**config.mk**
```make
export PLATFORM = sky130hd
export DESIGN_NAME = expression_token_scanner
export DESIGN_NICKNAME = d
export VERILOG_FILES = /design/src/design/ets_pkg.sv /design/src/design/ets_scan_core.sv /design/src/design/ets_token_fifo.sv /design/src/design/expression_token_scanner.sv
export SDC_FILE = /design/constraint.sdc
export NUM_CORES = 1
export LEC_CHECK = 0
export ABC_AREA = 1
export BUFFER_PORTS_ARGS = -buffer_cell sky130_fd_sc_hd__buf_2
export CAP_MARGIN = 15
export CORE_ASPECT_RATIO = 0.6
export CORE_MARGIN = 2
export CORE_UTILIZATION = 25
export DETAILED_ROUTE_END_ITERATION = 6
export GPL_TIMING_DRIVEN = 0
export PLACE_DENSITY = 0.43
export SLEW_MARGIN = 20
export SYNTH_ARGS = -nofsm -noshare
export SYNTH_HDL_FRONTEND = slang
export SYNTH_HIERARCHICAL = 1
export SYNTH_SLANG_ARGS = --single-unit
```
**constraint.sdc**
```tcl
create_clock -name i_clk -period 6.4 [get_ports i_clk]
set_input_delay 0.96 -clock i_clk [delete_from_list [all_inputs] [get_ports i_clk]]
set_output_delay 0.96 -clock i_clk [all_outputs]
set_load 0.005 [all_outputs]
```
**src/design/ets_pkg.sv**
```systemverilog
// Shared types and constants for the expression token scanner.
`default_nettype none

package ets_pkg;

    localparam int TOKEN_BUFFER_DEF = 2048;
    localparam int LEN_W            = 11;
    localparam int LEN_MAX          = 2047;
    localparam int KIND_W           = 5;
    localparam int FIFO_DEPTH       = 4;
    localparam int OUT_DATA_W       = 24;

    typedef logic [KIND_W-1:0] t_kind;

    localparam t_kind K_INVALID = 5'd0;
    localparam t_kind K_EOF     = 5'd1;
    localparam t_kind K_IDENT   = 5'd2;
    localparam t_kind K_INT     = 5'd3;
    localparam t_kind K_LPAREN  = 5'd4;
    localparam t_kind K_RPAREN  = 5'd5;
    localparam t_kind K_LBRACK  = 5'd6;
    localparam t_kind K_RBRACK  = 5'd7;
    localparam t_kind K_PLUS    = 5'd8;
    localparam t_kind K_MINUS   = 5'd9;
    localparam t_kind K_STAR    = 5'd10;
    localparam t_kind K_SLASH   = 5'd11;
    localparam t_kind K_MOD     = 5'd12;
    localparam t_kind K_SHL     = 5'd13;
    localparam t_kind K_SHR     = 5'd14;
    localparam t_kind K_AMP     = 5'd15;
    localparam t_kind K_PIPE    = 5'd16;
    localparam t_kind K_CARET   = 5'd17;
    localparam t_kind K_EQEQ    = 5'd18;
    localparam t_kind K_NEQ     = 5'd19;
    localparam t_kind K_GT      = 5'd20;
    localparam t_kind K_LT      = 5'd21;
    localparam t_kind K_GE      = 5'd22;
    localparam t_kind K_LE      = 5'd23;
    localparam t_kind K_ANDAND  = 5'd24;
    localparam t_kind K_OROR    = 5'd25;
    localparam t_kind K_BANG    = 5'd26;
    localparam t_kind K_QUEST   = 5'd27;
    localparam t_kind K_COLON   = 5'd28;
    localparam t_kind K_COMMA   = 5'd29;
    localparam t_kind K_ASSIGN  = 5'd30;
    localparam t_kind K_FN      = 5'd31;

    typedef enum logic [2:0] {
        MODE_IDLE    = 3'd0,
        MODE_COMMENT = 3'd1,
        MODE_IDENT   = 3'd2,
        MODE_INT     = 3'd3,
        MODE_OP      = 3'd4
    } t_mode;

    typedef struct packed {
        t_kind            kind;
        logic [LEN_W-1:0] length;
        logic             too_long;
        logic             last;
    } t_token;

    // Tokens produced by one item, in order; cnt is 0, 1 or 2.
    typedef struct packed {
        logic [1:0] cnt;
        t_token     tok0;
        t_token     tok1;
    } t_push;

endpackage

`default_nettype wire

```
**src/design/ets_scan_core.sv**
```systemverilog
// Input register, scanner state and per-byte token decision.
`default_nettype none

module ets_scan_core #(
    parameter int TOKEN_BUFFER = ets_pkg::TOKEN_BUFFER_DEF
) (
    input  wire          i_clk,
    input  wire          i_rst_n,
    input  wire          i_valid,
    output logic         o_ready,
    input  wire  [7:0]   i_byte,
    input  wire          i_eoi,
    input  wire          i_room,
    output ets_pkg::t_push o_push
);

    localparam int CAP_INT = (TOKEN_BUFFER - 1 > ets_pkg::LEN_MAX) ?
                             ets_pkg::LEN_MAX : TOKEN_BUFFER - 1;
    localparam logic [ets_pkg::LEN_W-1:0] LEN_CAP = ets_pkg::LEN_W'(CAP_INT);

    localparam logic [7:0] CH_HASH  = 8'h23;
    localparam logic [7:0] CH_UNDER = 8'h5F;
    localparam logic [7:0] CH_F     = 8'h66;
    localparam logic [7:0] CH_N     = 8'h6E;
    localparam logic [7:0] CH_LF    = 8'h0A;
    localparam logic [7:0] CH_AMP   = 8'h26;
    localparam logic [7:0] CH_PIPE  = 8'h7C;
    localparam logic [7:0] CH_EQ    = 8'h3D;
    localparam logic [7:0] CH_BANG  = 8'h21;
    localparam logic [7:0] CH_LT    = 8'h3C;
    localparam logic [7:0] CH_GT    = 8'h3E;

    localparam logic [1:0] KP_NONE = 2'd0;
    localparam logic [1:0] KP_F    = 2'd1;
    localparam logic [1:0] KP_FN   = 2'd2;
    localparam logic [1:0] KP_NOT  = 2'd3;

    function automatic logic is_alpha(input logic [7:0] c);
        return (c >= 8'h61 && c <= 8'h7A) || (c >= 8'h41 && c <= 8'h5A);
    endfunction

    function automatic logic is_digit(input logic [7:0] c);
        return c >= 8'h30 && c <= 8'h39;
    endfunction

    function automatic logic is_space(input logic [7:0] c);
        return c == 8'h20 || (c >= 8'h09 && c <= 8'h0D);
    endfunction

    function automatic ets_pkg::t_kind single_kind(input logic [7:0] c);
        ets_pkg::t_kind k;
        k = ets_pkg::K_INVALID;
        if (c == CH_AMP)       k = ets_pkg::K_AMP;
        else if (c == CH_PIPE) k = ets_pkg::K_PIPE;
        else if (c == CH_GT)   k = ets_pkg::K_GT;
        else if (c == CH_LT)   k = ets_pkg::K_LT;
        else if (c == CH_EQ)   k = ets_pkg::K_ASSIGN;
        else if (c == CH_BANG) k = ets_pkg::K_BANG;
        return k;
    endfunction

    function automatic ets_pkg::t_kind pair_kind(input logic [7:0] a, input logic [7:0] b);
        ets_pkg::t_kind k;
        k = ets_pkg::K_INVALID;
        if (a == CH_AMP && b == CH_AMP)        k = ets_pkg::K_ANDAND;
        else if (a == CH_PIPE && b == CH_PIPE) k = ets_pkg::K_OROR;
        else if (a == CH_GT && b == CH_GT)     k = ets_pkg::K_SHR;
        else if (a == CH_GT && b == CH_EQ)     k = ets_pkg::K_GE;
        else if (a == CH_LT && b == CH_LT)     k = ets_pkg::K_SHL;
        else if (a == CH_LT && b == CH_EQ)     k = ets_pkg::K_LE;
        else if (a == CH_EQ && b == CH_EQ)     k = ets_pkg::K_EQEQ;
        else if (a == CH_BANG && b == CH_EQ)   k = ets_pkg::K_NEQ;
        return k;
    endfunction

    function automatic ets_pkg::t_kind immediate_kind(input logic [7:0] c);
        ets_pkg::t_kind k;
        unique case (c)
            8'h28:   k = ets_pkg::K_LPAREN;
            8'h29:   k = ets_pkg::K_RPAREN;
            8'h5B:   k = ets_pkg::K_LBRACK;
            8'h5D:   k = ets_pkg::K_RBRACK;
            8'h2B:   k = ets_pkg::K_PLUS;
            8'h2D:   k = ets_pkg::K_MINUS;
            8'h2A:   k = ets_pkg::K_STAR;
            8'h2F:   k = ets_pkg::K_SLASH;
            8'h25:   k = ets_pkg::K_MOD;
            8'h5E:   k = ets_pkg::K_CARET;
            8'h3F:   k = ets_pkg::K_QUEST;
            8'h3A:   k = ets_pkg::K_COLON;
            8'h2C:   k = ets_pkg::K_COMMA;
            default: k = ets_pkg::K_INVALID;
        endcase
        return k;
    endfunction

    function automatic ets_pkg::t_token mk_tok(input ets_pkg::t_kind k,
                                               input logic [ets_pkg::LEN_W-1:0] len,
                                               input logic too);
        ets_pkg::t_token t;
        t.kind     = k;
        t.length   = len;
        t.too_long = too;
        t.last     = 1'b0;
        return t;
    endfunction

    // input register
    logic        r_in_valid;
    logic [7:0]  r_byte;
    logic        r_eoi;

    // scanner state
    ets_pkg::t_mode              r_mode, n_mode;
    logic [7:0]                  r_foc, n_foc;
    logic [ets_pkg::LEN_W-1:0]   r_run, n_run;
    logic                        r_ovf, n_ovf;
    logic [1:0]                  r_kp, n_kp;

    logic            fire;
    logic            p_v, q_v, idle_go;
    ets_pkg::t_token p_tok, q_tok, run_tok;
    ets_pkg::t_kind  pk;

    assign fire    = r_in_valid && i_room;
    assign o_ready = !r_in_valid || fire;

    always_ff @(posedge i_clk) begin
        if (!i_rst_n) begin
            r_in_valid <= 1'b0;
        end else if (o_ready) begin
            r_in_valid <= i_valid;
        end
    end

    always_ff @(posedge i_clk) begin
        if (o_ready && i_valid) begin
            r_byte <= i_byte;
            r_eoi  <= i_eoi;
        end
    end

    always_ff @(posedge i_clk) begin
        if (!i_rst_n) begin
            r_mode <= ets_pkg::MODE_IDLE;
            r_foc  <= '0;
            r_run  <= '0;
            r_ovf  <= 1'b0;
            r_kp   <= KP_NONE;
        end else if (fire) begin
            r_mode <= n_mode;
            r_foc  <= n_foc;
            r_run  <= n_run;
            r_ovf  <= n_ovf;
            r_kp   <= n_kp;
        end
    end

    always_comb begin
        run_tok = mk_tok((r_mode == ets_pkg::MODE_IDENT) ?
                         ((r_kp == KP_FN) ? ets_pkg::K_FN : ets_pkg::K_IDENT) :
                         ets_pkg::K_INT, r_run, r_ovf);
    end

    assign pk = pair_kind(r_foc, r_byte);

    always_comb begin
        n_mode  = r_mode;
        n_foc   = r_foc;
        n_run   = r_run;
        n_ovf   = r_ovf;
        n_kp    = r_kp;
        p_v     = 1'b0;
        p_tok   = '0;
        q_v     = 1'b0;
        q_tok   = '0;
        idle_go = 1'b0;
        if (r_eoi) begin
            if (r_mode == ets_pkg::MODE_IDENT || r_mode == ets_pkg::MODE_INT) begin
                p_v   = 1'b1;
                p_tok = run_tok;
            end else if (r_mode == ets_pkg::MODE_OP) begin
                p_v   = 1'b1;
                p_tok = mk_tok(single_kind(r_foc), ets_pkg::LEN_W'(1), 1'b0);
            end
            q_v    = 1'b1;
            q_tok  = mk_tok(ets_pkg::K_EOF, '0, 1'b0);
            n_mode = ets_pkg::MODE_IDLE;
        end else begin
            unique case (r_mode)
                ets_pkg::MODE_COMMENT: begin
                    if (r_byte == CH_LF) n_mode = ets_pkg::MODE_IDLE;
                end
                ets_pkg::MODE_IDENT: begin
                    if (is_alpha(r_byte) || is_digit(r_byte) || r_byte == CH_UNDER) begin
                        if (r_run < LEN_CAP) n_run = r_run + 1'b1;
                        else                 n_ovf = 1'b1;
                        n_kp = (r_kp == KP_F && r_byte == CH_N) ? KP_FN : KP_NOT;
                    end else begin
                        p_v     = 1'b1;
                        p_tok   = run_tok;
                        idle_go = 1'b1;
                    end
                end
                ets_pkg::MODE_INT: begin
                    if (is_digit(r_byte)) begin
                        if (r_run < LEN_CAP) n_run = r_run + 1'b1;
                        else                 n_ovf = 1'b1;
                    end else begin
                        p_v     = 1'b1;
                        p_tok   = run_tok;
                        idle_go = 1'b1;
                    end
                end
                ets_pkg::MODE_OP: begin
                    p_v = 1'b1;
                    if (pk != ets_pkg::K_INVALID) begin
                        p_tok  = mk_tok(pk, ets_pkg::LEN_W'(2), 1'b0);
                        n_mode = ets_pkg::MODE_IDLE;
                    end else begin
                        p_tok   = mk_tok(single_kind(r_foc), ets_pkg::LEN_W'(1), 1'b0);
                        idle_go = 1'b1;
                    end
                end
                default: idle_go = 1'b1;
            endcase

            // byte seen between tokens (possibly the one that ended a token)
            if (idle_go) begin
                n_mode = ets_pkg::MODE_IDLE;
                if (is_space(r_byte)) begin
                    n_mode = ets_pkg::MODE_IDLE;
                end else if (r_byte == CH_HASH) begin
                    n_mode = ets_pkg::MODE_COMMENT;
                end else if (is_alpha(r_byte) || r_byte == CH_UNDER) begin
                    n_mode = ets_pkg::MODE_IDENT;
                    n_run  = ets_pkg::LEN_W'(1);
                    n_ovf  = 1'b0;
                    n_kp   = (r_byte == CH_F) ? KP_F : KP_NOT;
                end else if (is_digit(r_byte)) begin
                    n_mode = ets_pkg::MODE_INT;
                    n_run  = ets_pkg::LEN_W'(1);
                    n_ovf  = 1'b0;
                    n_kp   = KP_NOT;
                end else if (single_kind(r_byte) != ets_pkg::K_INVALID) begin
                    n_mode = ets_pkg::MODE_OP;
                    n_foc  = r_byte;
                end else begin
                    q_v   = 1'b1;
                    q_tok = mk_tok(immediate_kind(r_byte), ets_pkg::LEN_W'(1), 1'b0);
                end
            end
        end
    end

    // compact to slot order and mark the final token of the item
    always_comb begin
        o_push = '0;
        if (fire) begin
            if (p_v && q_v) begin
                o_push.cnt       = 2'd2;
                o_push.tok0      = p_tok;
                o_push.tok1      = q_tok;
                o_push.tok1.last = 1'b1;
            end else if (p_v) begin
                o_push.cnt       = 2'd1;
                o_push.tok0      = p_tok;
                o_push.tok0.last = 1'b1;
            end else if (q_v) begin
                o_push.cnt       = 2'd1;
                o_push.tok0      = q_tok;
                o_push.tok0.last = 1'b1;
            end
        end
    end

endmodule

`default_nettype wire

```
**src/design/ets_token_fifo.sv**
```systemverilog
// Small token queue: takes up to two tokens per cycle, hands out one.
`default_nettype none

module ets_token_fifo (
    input  wire                      i_clk,
    input  wire                      i_rst_n,
    input  ets_pkg::t_push           i_push,
    output logic                     o_room,
    output logic                     o_valid,
    input  wire                      i_ready,
    output ets_pkg::t_token          o_token
);

    localparam int PTR_W = $clog2(ets_pkg::FIFO_DEPTH);
    localparam int CNT_W = $clog2(ets_pkg::FIFO_DEPTH + 1);

    ets_pkg::t_token r_mem [ets_pkg::FIFO_DEPTH];
    logic [PTR_W-1:0] r_wr, r_rd;
    logic [CNT_W-1:0] r_cnt;
    logic             pop;

    assign o_valid = (r_cnt != '0);
    assign pop     = o_valid && i_ready;
    assign o_room  = (r_cnt <= CNT_W'(ets_pkg::FIFO_DEPTH - 2));
    assign o_token = r_mem[r_rd];

    always_ff @(posedge i_clk) begin
        if (i_push.cnt != 2'd0) r_mem[r_wr] <= i_push.tok0;
        if (i_push.cnt == 2'd2) r_mem[r_wr + PTR_W'(1)] <= i_push.tok1;
    end

    always_ff @(posedge i_clk) begin
        if (!i_rst_n) begin
            r_wr  <= '0;
            r_rd  <= '0;
            r_cnt <= '0;
        end else begin
            r_wr  <= r_wr + PTR_W'(i_push.cnt);
            r_rd  <= r_rd + PTR_W'(pop);
            r_cnt <= r_cnt + CNT_W'(i_push.cnt) - CNT_W'(pop);
        end
    end

endmodule

`default_nettype wire

```
**src/design/expression_token_scanner.sv**
```systemverilog
// Top level of the expression token scanner: byte stream in, token stream out.
// One source byte per input item (tdata), with tuser high meaning end of input
// (tdata is then ignored). Each item gives zero, one or two tokens; tlast marks
// the final token of an item. Whitespace and '#' comments up to a line feed are
// skipped. A byte enters an input register, one shallow decision step updates
// the scan state and writes its tokens into a four-entry queue that drives the
// output directly. Items are taken one per cycle as long as the queue holds two
// or fewer tokens; an item that gives two tokens takes an extra output transfer,
// so the sustained rate is one item per cycle when tokens average at most one
// per item, and is bounded by the single-token-per-cycle output port otherwise.
// With an empty queue the first token of an item is decoded from the input
// register and written into the queue, which presents it on the output.
// Lengths saturate at min(TOKEN_BUFFER-1, 2047) with too_long set.
`default_nettype none

module expression_token_scanner #(
    parameter int TOKEN_BUFFER = ets_pkg::TOKEN_BUFFER_DEF
) (
    input  wire          i_clk,
    input  wire          i_rst_n,
    input  wire          i_s_axis_tvalid,
    output logic         o_s_axis_tready,
    input  wire  [7:0]   i_s_axis_tdata,   // [7:0] byte_req
    input  wire          i_s_axis_tuser,   // [0] end_of_input
    output logic         o_m_axis_tvalid,
    input  wire          i_m_axis_tready,
    output logic [ets_pkg::OUT_DATA_W-1:0] o_m_axis_tdata, // [4:0] token_kind,
                                           // [15:5] token_length, [16] too_long
    output logic         o_m_axis_tlast    // last token of the item
);

    ets_pkg::t_push  push;
    ets_pkg::t_token head;
    logic            room;

    ets_scan_core #(
        .TOKEN_BUFFER(TOKEN_BUFFER)
    ) u_core (
        .i_clk   (i_clk),
        .i_rst_n (i_rst_n),
        .i_valid (i_s_axis_tvalid),
        .o_ready (o_s_axis_tready),
        .i_byte  (i_s_axis_tdata),
        .i_eoi   (i_s_axis_tuser),
        .i_room  (room),
        .o_push  (push)
    );

    ets_token_fifo u_fifo (
        .i_clk   (i_clk),
        .i_rst_n (i_rst_n),
        .i_push  (push),
        .o_room  (room),
        .o_valid (o_m_axis_tvalid),
        .i_ready (i_m_axis_tready),
        .o_token (head)
    );

    localparam int PAD_W = ets_pkg::OUT_DATA_W - ets_pkg::KIND_W - ets_pkg::LEN_W - 1;

    assign o_m_axis_tdata = {{PAD_W{1'b0}}, head.too_long, head.length, head.kind};
    assign o_m_axis_tlast = head.last;

    // two tokens from one item: only the second closes the item
    a_pair_last: assert property (@(posedge i_clk) disable iff (!i_rst_n)
        push.cnt == 2'd2 |-> (push.tok1.last && !push.tok0.last))
        else $error("token pair marked wrongly");

    a_single_last: assert property (@(posedge i_clk) disable iff (!i_rst_n)
        push.cnt == 2'd1 |-> push.tok0.last)
        else $error("single token not marked last");

    a_eof_last: assert property (@(posedge i_clk) disable iff (!i_rst_n)
        (o_m_axis_tvalid && head.kind == ets_pkg::K_EOF) |->
        (o_m_axis_tlast && head.length == '0 && !head.too_long))
        else $error("eof token malformed");

    a_no_push_when_full: assert property (@(posedge i_clk) disable iff (!i_rst_n)
        !room |-> push.cnt == 2'd0)
        else $error("token written without queue room");

endmodule

`default_nettype wire
```
==> reports/summary.md, run 1 <==
The run finished with clean final reports. The worst hold path stage count came out at 2. Power density over the cells: 259 nW/um2. The number of resized instances in the post-cts repair step came out at 0. After clock tree synthesis, the clock-pin slew on the worst setup and hold paths is 0.06 ns.

The max capacitance violation total came out at 0. Clock tree synthesis selected as its root buffer the cell sky130_fd_sc_hd__clkbuf_16. By area the synthesized netlist is led by sky130_fd_sc_hd__edfxtp_1 (31%), sky130_fd_sc_hd__nand2_1 (9.7%), sky130_fd_sc_hd__dfxtp_1 (8.3%). The async set-or-reset flop fraction in the synthesized netlist came out at 0. The logs give 0.167 mV for the worst IR drop on VDD and 0 for the post-cts hold buffer count. The tools report the final worst hold slack as 0.499 ns. The path with the worst hold slack has its endpoint at u_core/r_mode[1]. The clock passes through at most 2 buffers. Power comes to 0.00244 W. The H-tree was split into 4 levels. The overall routing resource usage is 0.161, and the global-route wire length before repair is 39.6 mm. In this run, synthesis inferred 81 flip-flops with an integrated enable. The run gives 4120 um2 as the area of combinational cells with multiple inputs.

The die is 142 um tall. Prior to clock tree synthesis, the placed netlist has a worst setup slack of 2.06 ns. The final layout contains routed wiring with a total length of 26.0 mm. The tools report the required time at the worst-slack endpoint as 6.52 ns.

The relative slew slack was 0.254. The HPWL after detailed placement is 19.2 mm. Number of different library cells in the post-synthesis netlist: 51. 40 I/O pins were placed.

The endpoint type of the worst setup path is a register. The top achievable clock speed is 226 MHz. The least setup slack across all paths after layout is 1.97 ns, and the clock period minus final worst setup slack is 4.43 ns. Largest area contributor in the netlist: sky130_fd_sc_hd__edfxtp_1. Setup slack on the worst reg-to-reg path comes out at 1.97 ns. The tools report the starting density of the core as 0.255. The tools report the leakage dissipation as 3.53 nW. The setup fix buffers added after clock tree synthesis came out at 0. Counting every instance in the synthesized netlist gives 993. The core region is 31,300 um2. The die is 234 um wide. The proportion of layout cells with a drive suffix above 1 is 0.260. The tools report the max-slew violation count as 0. In the final layout, flip-flops and latches occupy 3090 um2.

The floorplan step defined a die boundary enclosing 33,300 um2. The area growth from synthesis to layout is 18.1%, and the final-stage net count is 1,083. The number of cells on the worst reg-to-reg path works out to 20. The detailed-route DRC error count was 0; the number of sinks driven by the clock tree was 114.

The repair_antennas step left the layout with diodes totalling 0. At the pin with the least slew margin, the transition time is 1.11 ns. In the final routed layout, each cell accounts on average for 17.4 um.

Detailed routing inserted a total of 6,967 vias. After routing, the total negative slack on setup checks comes to 0 ns. The tools report the initial antenna violation count as 0. The endpoint identified for the worst register-to-register timing path is u_fifo/r_mem[2][8].

The tools report the worst reg2reg path startpoint as u_core/r_mode[1]. After detailed placement, the total cell area comes to 8810 um2. Once detail routing completed, the nets flagged for antenna violations numbered 0.

The post-detailed-route via-to-cell ratio works out to 4.67. Setup repair after global routing left no endpoint under its margin. The initial detailed-routing violation count was 577. The run gives 0.388 as the portion of the post-synthesis area used by sequential elements. The via count of the first global-routing pass is 6,457, and the register bit count reported by yosys is 114. Number of setup violations in the final report: 0. The worst-path maximum fanout works out to 10. Type of the worst setup path: register to register. The post-route clock period utilization was 0.693. The number of optimization iterations in the first detailed-route pass is 4, and the count of buffers inserted at the top-level ports is 32. The tools report the routability-driven placement congestion ratio as 0.870.

The tools report the number of core rows as 50. The fill cell total of the finished layout was 3,378. The average instance in the mapped netlist occupies 8.02 um2.

The worst setup path is launched from a register. TritonCTS built the clock tree. The setup skew after layout is 0.0117 ns, and the arrival time of data at the critical path endpoint is 4.56 ns. Among all flip-flop cells after synthesis, the most frequent one is sky130_fd_sc_hd__edfxtp_1. The mapped netlist covers 7960 um2. The final-report hold violation count was 0; the later-pin clock latency in the skew report was 0.43 ns. Yosys printed 6 warnings. Clock tree synthesis inserted a total of 17 buffers. The startpoint identified for the worst hold timing path is u_core/r_mode[1]. Pin count of the biggest net entering global routing: 17. Type of the tightest min-delay check: register to register. The area share of the largest cell type after synthesis is 0.306, and the final design instance area without fill is 9400 um2. After global routing the overflow that remains totals 0.
-- per-layer routing --
| metal | vias to the layer above | track usage | wire, um | share of wire |
|---|---|---|---|---|
| met3 | 12 | 0.0383 | 1560 | 0.060 |
| met4 | 0 | 0.0348 | 178 | 0.0069 |
| met2 | 189 | 0.208 | 9720 | 0.37 |
| li1 | 3491 | - | - | - |
| met1 | 3275 | 0.261 | 14500 | 0.56 |
| met5 | - | 0 | 0 | 0 |
-- through the flow --
stage	cells	util
2_1_floorplan	1009	-
3_3_place_gp	1457	0.278
3_5_place_dp	1461	0.282
4_1_cts	1493	0.300
5_1_grt	1493	0.301
6_report	1493	0.301
-- power breakdown --
part	switching, W	internal, W
clock network	0.000352	0.000609
registers	0.0000332	0.000842
logic	0.000406	0.000192
total	0.000792	0.00164
-- logic make-up after synthesis --
group / after synthesis / share of synthesized area
XOR/XNOR: 4 / 0.00440
AND/OR/NAND/NOR: 459 / 0.292
buffers and inverters: 172 / 0.108
AO/OA/AOI/OAI: 236 / 0.195
flip-flops: 114 / 0.388
adder cells (fa/ha/maj): 6 / 0.0104
other: 2 / 0.000943
-- Yosys cell counts, drive strengths merged, types with 19 or more instances --
cell and number:
edfxtp 81, dfxtp 33, clkbuf 21, o21ai 136, nand3 71, nor2 124
buf 44, nand2 234, o22ai 19, a21oi 45, inv 104
-- final cells by class --
type	count	share of cell area
multi-input cells	723	0.439
flip-flops and latches	114	0.329
well taps	416	0.0554
plain buffers	65	0.0486
clock buffers	18	0.0456
inverters	107	0.0432
repair buffers	36	0.0222
clock inverters	14	0.0174
-- worst max path at each step --
stage,start,endpoint,slack (ns),depth (start not counted)
detailed placement,u_core/r_mode[1],u_fifo/r_mem[2][10],2.06,20
global placement,u_core/r_mode[1],u_fifo/r_mem[0][12],-0.03,16
CTS,u_core/r_mode[1],u_fifo/r_mem[2][8],2.02,20
floorplan,u_core/r_byte[1],u_fifo/r_mem[3][0],2.24,18
global route,u_core/r_mode[1],u_fifo/r_mem[2][14],1.78,20
finish,u_core/r_mode[1],u_fifo/r_mem[2][8],1.97,20
-- flip-flops by register name, indices dropped and copies added (netlist names) --
name and count:
u_fifo/r_mem 72, u_core/r_run 11, u_core/r_byte 8, u_core/r_foc 8, u_core/r_mode 3, u_fifo/r_cnt 3, u_core/r_kp 2, u_fifo/r_rd 2
u_fifo/r_wr 2, u_core/r_eoi 1, u_core/r_in_valid 1, u_core/r_ovf 1
-- cell usage in the layout (no fill, tap or decap), drive strengths merged --
cell      instances
nand2           234
o21ai           136
nor2            124
inv             105
edfxtp           81
buf              80
nand3            71
a21oi            45
clkbuf           39
dfxtp            33
o22ai            19
conb             18
o211ai           12
nand4            12
clkinv           11
a211oi           10
nor3              9
a31oi             8
ha                5
o31ai             5
bufinv            3
nand3b            3
xor2              3
clkinvlp          2
nor4              2
and3              2
or2               2
o2111ai           1
xnor2             1
fa                1
-- critical path: stages, from the launching register on --
cell,delay (ns)
sky130_fd_sc_hd__dfxtp_1,0.36
sky130_fd_sc_hd__inv_1,0.10
sky130_fd_sc_hd__nor2_4,0.24
sky130_fd_sc_hd__inv_2,0.10
sky130_fd_sc_hd__nor2_2,0.35
sky130_fd_sc_hd__nand2_1,0.30
sky130_fd_sc_hd__nand2_4,0.25
sky130_fd_sc_hd__nor2_8,0.07
sky130_fd_sc_hd__nand2_8,0.12
sky130_fd_sc_hd__inv_4,0.06
sky130_fd_sc_hd__o21ai_0,0.15
sky130_fd_sc_hd__ha_1,0.16
sky130_fd_sc_hd__inv_1,0.08
sky130_fd_sc_hd__nor2_1,0.40
sky130_fd_sc_hd__buf_4,0.22
sky130_fd_sc_hd__inv_2,0.07
sky130_fd_sc_hd__nor2_8,0.17
sky130_fd_sc_hd__nand3_4,0.21
sky130_fd_sc_hd__buf_6,0.25
sky130_fd_sc_hd__o31ai_4,0.18
sky130_fd_sc_hd__buf_6,0.27
Note: power is estimated with default switching activity, not from simulation.
==> run 2, diff against run 1 <==
- clock period: 6.4 -> 4.2 ns (I/O delays scaled with it)
==> run 2 against run 1 <==
- hold slack lost 0.12 ns
- largest power group unchanged
- first-iteration DRC count shrank 12%
- highest routed layer unchanged
- sequential power grew 52%
- clock skew is essentially flat
- flip-flop and latch count is the same
- via count grew 0.39%
- power grew 53%
- critical path depth is the same
- sequential share of layout area shrank 0.28 points
- combinational power grew 54%
- non-clock buffer count grew 8
- maximum frequency grew 13%
- critical endpoint is now u_fifo/r_mem[3][5]
==> reports/summary.md, run 2 (synthesis results as in run 1) <==
The run finished with clean final reports. The critical path in this run is classified as register to register. The post-route clock period utilization is 0.937 (+0.245), and the overall routing resource usage is 0.162 (+0.000560).

Die width: 234 um (unchanged). The signal on the critical path passes through inv_1, nor2_4, inv_2, nor2_4, nand4_2, nand2_4, nor2_8, nand2_8, inv_4, o21ai_0, ha_1, inv_1, nor2_4, buf_4, inv_2, nor2_8, nand3_4, buf_6, o31ai_4, buf_4. The number of buffers on the longest clock path is 2 (unchanged). STA classifies the critical path startpoint as a register. The number of inserted diodes was 0 (unchanged); the via count of the first global-routing pass was 6,490 (+0.51%).

The cell with the largest stage delay on the worst path was sky130_fd_sc_hd__dfxtp_1. The run gives 0.377 ns (-0.122 ns) as the final worst hold slack. The number of buffers inserted during clock tree synthesis came out at 17 (unchanged). For hold timing, the worst endpoint is u_core/r_byte[1]. The tools report the met2 wirelength from detailed routing as 9.70 mm (-0.23%). For the later-pin clock latency in the skew report, the log shows 0.43 ns (about the same). In this design, the critical path's most frequently occurring cell is sky130_fd_sc_hd__nor2_4. Die area: 33,300 um2 (unchanged). The register with the highest flop count was u_fifo/r_mem. For the routability-driven placement congestion ratio, the log shows 0.870 (unchanged).

Clock period minus final worst setup slack: 3.94 ns (-0.496 ns). The tools report the number of setup violations in the final report as 0 (unchanged). Leaving out fill and tap cells, the most frequent cell in the layout is sky130_fd_sc_hd__nand2_1.

The total grt overflow is 0 (unchanged). For the wire length the detailed router placed on met1, the log shows 14.2 mm (-2.2%). Starting density of the core: 0.255 (unchanged).

The cell family contributing the most delay on the critical path is simple AND/OR/NAND/NOR gates. The worst IR drop on VDD came out at 0.254 mV (+52%). The required time at the worst-slack endpoint is 4.33 ns (-2.19 ns), and the proportion of layout cells with a drive suffix above 1 is 0.268 (+0.00822). Number of core rows: 50 (unchanged).

The initial antenna violation count was 0 (unchanged). The tools report the pin count of the biggest net entering global routing as 17 (unchanged). The final routed wirelength across all metal layers came out at 25.9 mm (-0.14%). For the max-slew violation count, the log shows 0 (unchanged). The final-report hold violation count was 0 (unchanged); the area growth from synthesis to layout was 19.1%. The worst-path maximum fanout works out to 10 (unchanged).

In the layout the commonest cells are sky130_fd_sc_hd__nand2_1 (205), sky130_fd_sc_hd__nor2_1 (102), sky130_fd_sc_hd__inv_1 (87). In this run the critical register-to-register path is launched from u_core/r_mode[1]. The sequential cell area is 3090 um2 (unchanged). The area of the core is 31,300 um2 (unchanged), and the count of buffers inserted at the top-level ports is 32 (unchanged).

The leakage dissipation came out at 3.57 nW (+1.4%). The logs give 0 (unchanged) for the detailed-route DRC error count and 4.07 ns (-0.49 ns) for the arrival time of data at the critical path endpoint. The clock transition time at the flip-flop clock pins of the worst setup and hold paths was 0.06 ns (about the same); the placed cell count was 1,461 (unchanged). The power density over the cells is 392 nW/um2 (+52%). Setup repair after global routing left no endpoint under its margin. The tools report the via count as 6,994 (+0.39%). The average wire per cell in the routed design was 17.3 um (-0.67%). Root cell of the clock tree: sky130_fd_sc_hd__clkbuf_16. The total buffers and inverters traversed by the critical path is 8 (unchanged).

The setup skew after layout was 0.0117 ns (-0.0000642 ns); the number of cells on the worst reg-to-reg path was 20 (unchanged). The type of the tightest min-delay check is input port to register. The run gives 3,376 (-0.059%) as the fill cell total of the finished layout.

The final-stage net count is 1,091 (+0.74%). TritonCTS built the clock tree. The tools report the number of levels the H-tree was split into as 4 (unchanged). The highest layer touched by signal routing is met4. The max capacitance violation total is 0 (unchanged), and the post-detailed-route count of antenna-violating nets is 0 (unchanged). The slew at the pin closest to its max-slew limit was 1.04 ns (-0.0763 ns); the number of optimization iterations in the first detailed-route pass was 5 (+1). The number of flip-flops in the largest register came out at 72 (unchanged).

The initial detailed-routing violation count was 509 (-12%); the sum of met3 wire segment lengths after detailed routing was 1.86 mm (+19%). The post-detailed-route via-to-cell ratio came out at 4.66 (-0.15%). The count of non-filler cells in the finished layout was 1,501 (+0.54%).

The largest registers in the layout are u_fifo/r_mem: 72 flops, u_core/r_run: 11 flops. The top achievable clock speed was 254 MHz (+13%). The tools report the endpoint type of the worst setup path as a register. The die extent in y is 142 um (unchanged).

The worst hold path stage count is 1 (-1). Area of combinational cells with multiple inputs: 4140 um2 (+0.49%). The setup slack of the most critical reg-to-reg path was 0.26 ns (-1.70 ns); the number of sinks driven by the clock tree was 114 (unchanged). The tools report the relative slew slack as 0.306 (+0.0512).

The tools report the beginning of the worst hold path as i_s_axis_tdata[1]. Biggest cell delay along the critical path: 0.36 ns (-0.04 ns). The logs give 40 (unchanged) for the number of placed I/O pins and 19.2 mm (unchanged) for the HPWL reported at the end of detailed placement. The run gives 39.8 mm (+0.42%) as the global-route wire length before repair. The worst register-to-register path ends at u_fifo/r_mem[3][5].
run 2: how the worst max path moves through the flow:
stage / startpoint / endpoint / slack [ns] / cells past startpoint
finish: u_core/r_mode[1] / u_fifo/r_mem[3][5] / 0.26 / 20
global route: u_core/r_byte[1] / u_fifo/r_mem[3][0] / 0.05 / 21
CTS: u_core/r_byte[1] / u_fifo/r_mem[3][0] / 0.17 / 19
detailed placement: u_core/r_mode[1] / u_fifo/r_mem[2][10] / -0.14 / 20
global placement: u_core/r_mode[1] / u_fifo/r_mem[0][12] / -2.23 / 16
floorplan: u_core/r_byte[1] / u_fifo/r_mem[3][0] / 0.04 / 18
run 2: what timing repair did:
item                       4_1_cts  5_1_grt
buffers inserted                 8        0
cloned                           0        0
gates resized for setup          2        3
pin swaps                        4        0
setup endpoints to repair       40       65
hold endpoints to repair         0        0
hold buffers                     0        0
run 2: per-stage QoR:
stage | cell area [um2] | util | TNS (ns) | power [W] | setup slack [ns]
5_1_grt | 9480 | 0.303 | 0 | 0.00391 | 0.0451
3_5_place_dp | 8810 | 0.282 | -4.67 | 0.00227 | -0.143
6_report | 9480 | 0.303 | 0 | 0.00372 | 0.264
3_3_place_gp | 8700 | 0.278 | -149.93 | 0.00225 | -2.23
4_1_cts | 9470 | 0.303 | 0 | 0.00377 | 0.171
2_1_floorplan | 8020 | - | 0 | 0.00191 | 0.0441
run 2: metal layers:
layer  vias to the layer above  global-route usage
li1                       3511                   -
met3                        12              0.0407
met1                      3251               0.260
met4                         0              0.0348
met5                         -                   0
met2                       220               0.208
run 2: final cells by class:
class                           instances  share of cell area
Multi-Input combinational cell        723               0.437
Sequential cell                       114               0.326
Tap cell                              416              0.0549
Buffer                                 65              0.0482
Clock buffer                           18              0.0453
Inverter                              107              0.0429
Timing Repair Buffer                   44              0.0284
Clock inverter                         14              0.0173
run 2: power breakdown:
part	leakage (nW)	switching, W	internal, W
clock	0.287	0.000536	0.000928
sequential	1.01	0.0000496	0.00128
combinational	2.28	0.000624	0.000301
